==> src/rtl/mcr_pkg.sv <==
// ----------------------------------------------------------------------------
// Media clock rescaler package
// Shared payload types, command codes, datapath commands and constants.
// ----------------------------------------------------------------------------
package mcr_pkg;

   // Query kinds.
   localparam logic [2:0] CMD_SLOT_AT   = 3'd0;
   localparam logic [2:0] CMD_SAMPLE_AT = 3'd1;
   localparam logic [2:0] CMD_START     = 3'd2;
   localparam logic [2:0] CMD_DEADLINE  = 3'd3;
   localparam logic [2:0] CMD_RANGE     = 3'd4;

   // Register indexes.
   localparam logic [1:0] REG_ANCHOR = 2'd0;
   localparam logic [1:0] REG_NUM    = 2'd1;
   localparam logic [1:0] REG_DEN    = 2'd2;
   localparam logic [1:0] REG_AUDIO  = 2'd3;

   localparam logic [63:0] NS_PER_SEC = 64'd1000000000;
   localparam logic [63:0] I64_MAX    = 64'h7FFF_FFFF_FFFF_FFFF;

   typedef struct packed {
      logic [2:0]  cmd;
      logic [63:0] query_value;
      logic [1:0]  buffer_frames;
   } req_type;

   typedef struct packed {
      logic [63:0] answer;
      logic [62:0] sample_count;
      logic        status;
   } rsp_type;

   // Operation selected for one multiply-divide pass.
   typedef enum logic [2:0] {
      OP_SLOT_AT   = 3'b001,
      OP_SAMPLE_AT = 3'b010,
      OP_START     = 3'b100
   } op_type;

   // Controller to datapath.
   typedef struct packed {
      logic   load;      // capture query
      logic   start;     // launch one conversion
      op_type op;
      logic   use_b;     // saved start: 0 a, 1 b, when src_start is set
      logic [1:0] slot_add; // slot offset added to query value
      logic   src_start; // sample_at source: 0 query, 1 saved start a or b
      logic   save_a;    // keep result as start a
      logic   save_b;    // keep result as start b
      logic   save_fst;  // keep result as first sample
      logic   finish;    // build response
   } dp_cmd_type;

   // Datapath to controller.
   typedef struct packed {
      logic busy;
      logic ok;          // last conversion produced an answer
   } dp_sts_type;

endpackage

==> src/rtl/mcr_ctrl.sv <==
// ----------------------------------------------------------------------------
// Media clock rescaler controller
// Sequences the conversions each query needs and runs both handshakes.
// ----------------------------------------------------------------------------
module mcr_ctrl (
   input  logic                clock,
   input  logic                reset,
   input  logic                req_valid,
   output logic                req_ready,
   input  mcr_pkg::req_type    req_data,
   output logic                rsp_valid,
   input  logic                rsp_ready,
   output mcr_pkg::dp_cmd_type cmd,
   input  mcr_pkg::dp_sts_type sts
);

   typedef enum logic [9:0] {
      S_IDLE  = 10'b0000000001,
      S_C1    = 10'b0000000010,
      S_W1    = 10'b0000000100,
      S_C2    = 10'b0000001000,
      S_W2    = 10'b0000010000,
      S_C3    = 10'b0000100000,
      S_W3    = 10'b0001000000,
      S_C4    = 10'b0010000000,
      S_W4    = 10'b0100000000,
      S_FIN   = 10'b1000000000
   } state_type;

   state_type   state_ff, state_in;
   logic [2:0]  kind_ff;
   logic [1:0]  bf_ff;
   logic        rsp_valid_ff, rsp_valid_in;
   logic        accept;

   assign accept    = req_valid && req_ready;
   assign req_ready = (state_ff == S_IDLE);
   assign rsp_valid = rsp_valid_ff;

   always_ff @(posedge clock) begin
      if (accept) begin
         kind_ff <= req_data.cmd;
         bf_ff   <= req_data.buffer_frames;
      end
   end

   // Next state and datapath commands.
   always_comb begin
      state_in     = state_ff;
      rsp_valid_in = rsp_valid_ff && !rsp_ready;
      cmd          = '0;
      cmd.op       = mcr_pkg::OP_START;
      cmd.load     = accept;
      unique case (state_ff)
         S_IDLE: if (accept) state_in = S_C1;
         S_C1: begin
            cmd.start = 1'b1;
            case (kind_ff)
               mcr_pkg::CMD_SLOT_AT:   begin cmd.op = mcr_pkg::OP_SLOT_AT; state_in = S_W1; end
               mcr_pkg::CMD_SAMPLE_AT: begin cmd.op = mcr_pkg::OP_SAMPLE_AT; state_in = S_W1; end
               mcr_pkg::CMD_START: state_in = S_W1;
               mcr_pkg::CMD_DEADLINE: begin
                  if (bf_ff == 2'd2 || bf_ff == 2'd3) begin
                     cmd.slot_add = bf_ff;
                     state_in = S_W1;
                  end else begin
                     cmd.start = 1'b0;
                     state_in = S_FIN;
                  end
               end
               mcr_pkg::CMD_RANGE: state_in = S_W1;
               default: begin cmd.start = 1'b0; state_in = S_FIN; end
            endcase
         end
         S_W1: if (!sts.busy) begin
            if (kind_ff == mcr_pkg::CMD_RANGE) begin
               cmd.save_a = 1'b1;
               state_in = S_C2;
            end else if (kind_ff == mcr_pkg::CMD_DEADLINE || kind_ff == mcr_pkg::CMD_START) begin
               cmd.save_a = 1'b1;
               state_in = S_FIN;
            end else state_in = S_FIN;
         end
         S_C2: begin
            cmd.start = 1'b1;
            cmd.slot_add = 2'd1;
            state_in = S_W2;
         end
         S_W2: if (!sts.busy) begin
            cmd.save_b = 1'b1;
            state_in = S_C3;
         end
         S_C3: begin
            cmd.start = 1'b1;
            cmd.op = mcr_pkg::OP_SAMPLE_AT;
            cmd.src_start = 1'b1;
            state_in = S_W3;
         end
         S_W3: if (!sts.busy) begin
            cmd.save_fst = 1'b1;
            state_in = S_C4;
         end
         S_C4: begin
            cmd.start = 1'b1;
            cmd.op = mcr_pkg::OP_SAMPLE_AT;
            cmd.src_start = 1'b1;
            cmd.use_b = 1'b1;
            state_in = S_W4;
         end
         S_W4: if (!sts.busy) state_in = S_FIN;
         // The result register is written once the previous response has left.
         S_FIN: if (!rsp_valid_ff || rsp_ready) begin
            cmd.finish = 1'b1;
            rsp_valid_in = 1'b1;
            state_in = S_IDLE;
         end
         default: state_in = S_IDLE;
      endcase
   end

   always_ff @(posedge clock) begin
      if (reset) begin
         state_ff     <= S_IDLE;
         rsp_valid_ff <= 1'b0;
      end else begin
         state_ff     <= state_in;
         rsp_valid_ff <= rsp_valid_in;
      end
   end

endmodule

==> config.mk <==
export PLATFORM = sky130hd
export DESIGN_NAME = mcr_ctrl
export DESIGN_NICKNAME = d
export VERILOG_FILES = /design/src/rtl/mcr_pkg.sv /design/src/rtl/mcr_ctrl.sv
export SDC_FILE = /design/constraint.sdc
export NUM_CORES = 1
export LEC_CHECK = 0
export BUFFER_PORTS_ARGS = -buffer_cell sky130_fd_sc_hd__buf_2
export CAP_MARGIN = 20
export CORE_AREA = 4 4 57 59
export DETAILED_ROUTE_END_ITERATION = 6
export DIE_AREA = 0 0 61 63
export PLACE_DENSITY = 0.82
export SLEW_MARGIN = 20
export SYNTH_ARGS = -nofsm -noshare
export SYNTH_HDL_FRONTEND = slang
export SYNTH_SLANG_ARGS = --single-unit
==> constraint.sdc <==
create_clock -name clock -period 1.9 [get_ports clock]
set_clock_uncertainty 0.15 [all_clocks]
set_input_delay 0.19 -clock clock [delete_from_list [all_inputs] [get_ports clock]]
set_output_delay 0.19 -clock clock [all_outputs]
set_load 0.02 [all_outputs]
==> impl_metrics.tcl <==
set metrics [dict create \
    htree_levels 1 \
    synthTopCellsByArea "dfxtp_1 22%, edfxtp_1 15%, nor4_4 6.4%" \
    clockBufferDepth 2 \
    timing.hold.ws_ps 35.1 \
    syn_avg_cell_area_um2 9.34 \
    maxSlewViolCount 0 \
    r2r-start "state_ff[7]" \
    drive_above_1_share_pct 71.6 \
    startpoint "state_ff[7]" \
    numCtsBuffers 3 \
    required_ps 1560 \
    critPathLaunchType "flip-flop" \
    critPathArrivalTime_ps 1840 \
    yosysTopAreaCellShare_pct 22.0 \
    place.port_buffers 24 \
    grt_pass1_vias 1297 \
    yosys_warnings 0 \
    setup_viol 29 \
    ys_async_sr_fraction_pct 0 \
    path_clk_slew_ps 110 \
    dieArea_um2 3840 \
    wl_per_cell_um 19.4 \
    switchingPower_uw 575 \
    final_antenna_net_count 0 \
    power_density_nw_per_um2 783 \
    min_path_type "in -> reg" \
    min_period_ps 2180 \
    start_util_pct 36.9 \
    end_kind "primary output" \
    drc_errors 0 \
    yosysMostFrequentCell "nor2_1" \
    hold_path_startpoint "reset" \
    grt_first_pass_wirelength_um 6160 \
    wl_um 4150 \
    period_share_pct 115 \
    final_area_um2 1940 \
    pwr-share-comb_pct 56.3 \
    status "complete, but fails checks" \
    die_h_um 63 \
    rows 19 \
    tightest_slew_ps 368 \
    p_leak_uw 0.000838 \
    hold_viol 0 \
    p_sw_share_pct 37.8 \
    dr_total_vias 1194 \
    max-cap-violations 0 \
    synth_commonest_cells "12 x nor2_1, 11 x dfxtp_1, 9 x nand2_1, 7 x a21oi_1" \
    cts_tree "yes" \
    fmax_mhz 459 \
    seqPwrFrac_pct 30.0 \
    path_class "reg -> out" \
    power_frac_clock_pct 13.7 \
    yosysUniqueCellTypes 43 \
    syn2layout_area_growth_pct 94.0 \
    gp_congestion 0.872 \
    diodes 0 \
    avgViaCountPerCell 5.58 \
    rsz0062_at_grt "true" \
    clock_sinks 16 \
    grt_max_degree 10 \
    dp_hpwl_um 2060 \
    vdd_drop_max_mv 0.663 \
    slew_headroom_pct 75.4 \
    seq_area_frac_synth_pct 37.0 \
    synth_area_um2 1000 \
    synth_edf_count 5 \
    drtIter0Drc 37 \
    power.internal_uw 944 \
    cp_max_fo 3 \
    grt_overflow_total 0 \
    io_pins 90 \
    clk_latency_ps 310 \
    nets 259 \
    synth_flop_cell "dfxtp_1" \
    track_usage_pct 21.1 \
    die_w_um 61 \
    violations "setup timing" \
    ys_ff_latch 16 \
    syn_inst 107 \
    cts_root_buffer "clkbuf_4" \
    antenna_found_initial 0 \
    placed_area_um2 1330 \
    timing.final.ws_setup_ps -278 \
    synth_top_area_cell "dfxtp_1" \
    drt-pass1-iter-count 4 \
    core_um2 2710 \
    synth_nets 182 \
]
==> layout by cell type, fill, tap and decap left out, drive strengths merged, types with 2 or more instances in the layout <==
cell type / count
nand4: 4
nand3b: 3
a21oi: 7
dfxtp: 11
o21ai: 4
buf: 71
nand3: 2
nand4b: 4
nor2b: 5
clkbuf: 3
and2: 2
nor3b: 2
xor2: 3
nand2: 9
dlygate4sd3: 5
nand2b: 3
nor2: 13
nor4: 5
nor3: 6
edfxtp: 5
==> layer usage <==
layer	share of wire (%)	global-route usage (%)	routed length, um	up-vias
met2	52	37.4	2170	53
met3	5.0	3.93	206	22
met1	38	23.1	1560	571
li1	-	-	-	548
met4	5.1	10.0	210	0
met5	0	0	0	-
==> worst paths after layout <==
kind,to,slack (ps),cells after the start
setup / recovery,cmd[5],-280,7
hold / removal,state_ff[6],40,2
setup reg to reg,state_ff[3],-170,9
hold reg to reg,rsp_valid,410,2
==> through the flow <==
step                      cells  setup slack (ps)  util [%]  setup TNS [ps]  total power [uW]
after floorplan             107             -40.0         -           -83.4               742
after global placement      181             -47.5      49.0           -59.7               914
after detailed placement    181             -86.7      49.0            -151               925
after CTS                   208              -282      65.1           -2580              1340
after global routing        214              -380      71.6           -6090              1580
final                       214              -278      71.6           -4450              1520
==> state kept, by name, indices dropped and copies added (netlist names) <==
signal	count
state_ff	10
kind_ff	3
bf_ff	2
rsp_valid	1
==> cell families (layout without fill, tap and decap cells) <==
family / count (synthesis) / in the layout / synth area share [%]
xor+xnor: 4 / 4 / 3.51
compound gates: 19 / 19 / 13.3
buf+inv: 5 / 81 / 2.50
flops: 16 / 16 / 37.0
simple gates: 63 / 63 / 43.7
==> critical path, cell delays in order, from the launching register on <==
cell and delay (ps):
dfxtp_4 380, buf_12 130, nor4_4 290, buf_4 160, nand4_1 140, buf_4 200, o31ai_2 50, buf_4 180
==> power by group through the flow <==
stage	Sequential, uW	Clock (uW)	Combinational (uW)
final	455	208	855
after global routing	459	223	899
after CTS	448	198	693
after detailed placement	454	0	471
after global placement	452	0	463
after floorplan	457	0	285
==> layout make-up <==
cell class	instances	area (um2)
multi-input combinational	86	813
clock buffer	3	22.5
timing repair buffer	76	659
tap	31	38.8
sequential	16	398
clock inverter	1	3.75
fill	185	771
inverter	1	3.75
==> what timing repair did <==
item | 4_1_cts | 5_1_grt
endpoints found under the hold margin | 5 | 0
pin swaps | 20 | 18
buffers inserted | 18 | 7
setup endpoints to repair | 20 | 29
gates resized for setup | 58 | 34
hold buffers | 5 | 0
Power figures use the tool's default switching activity.
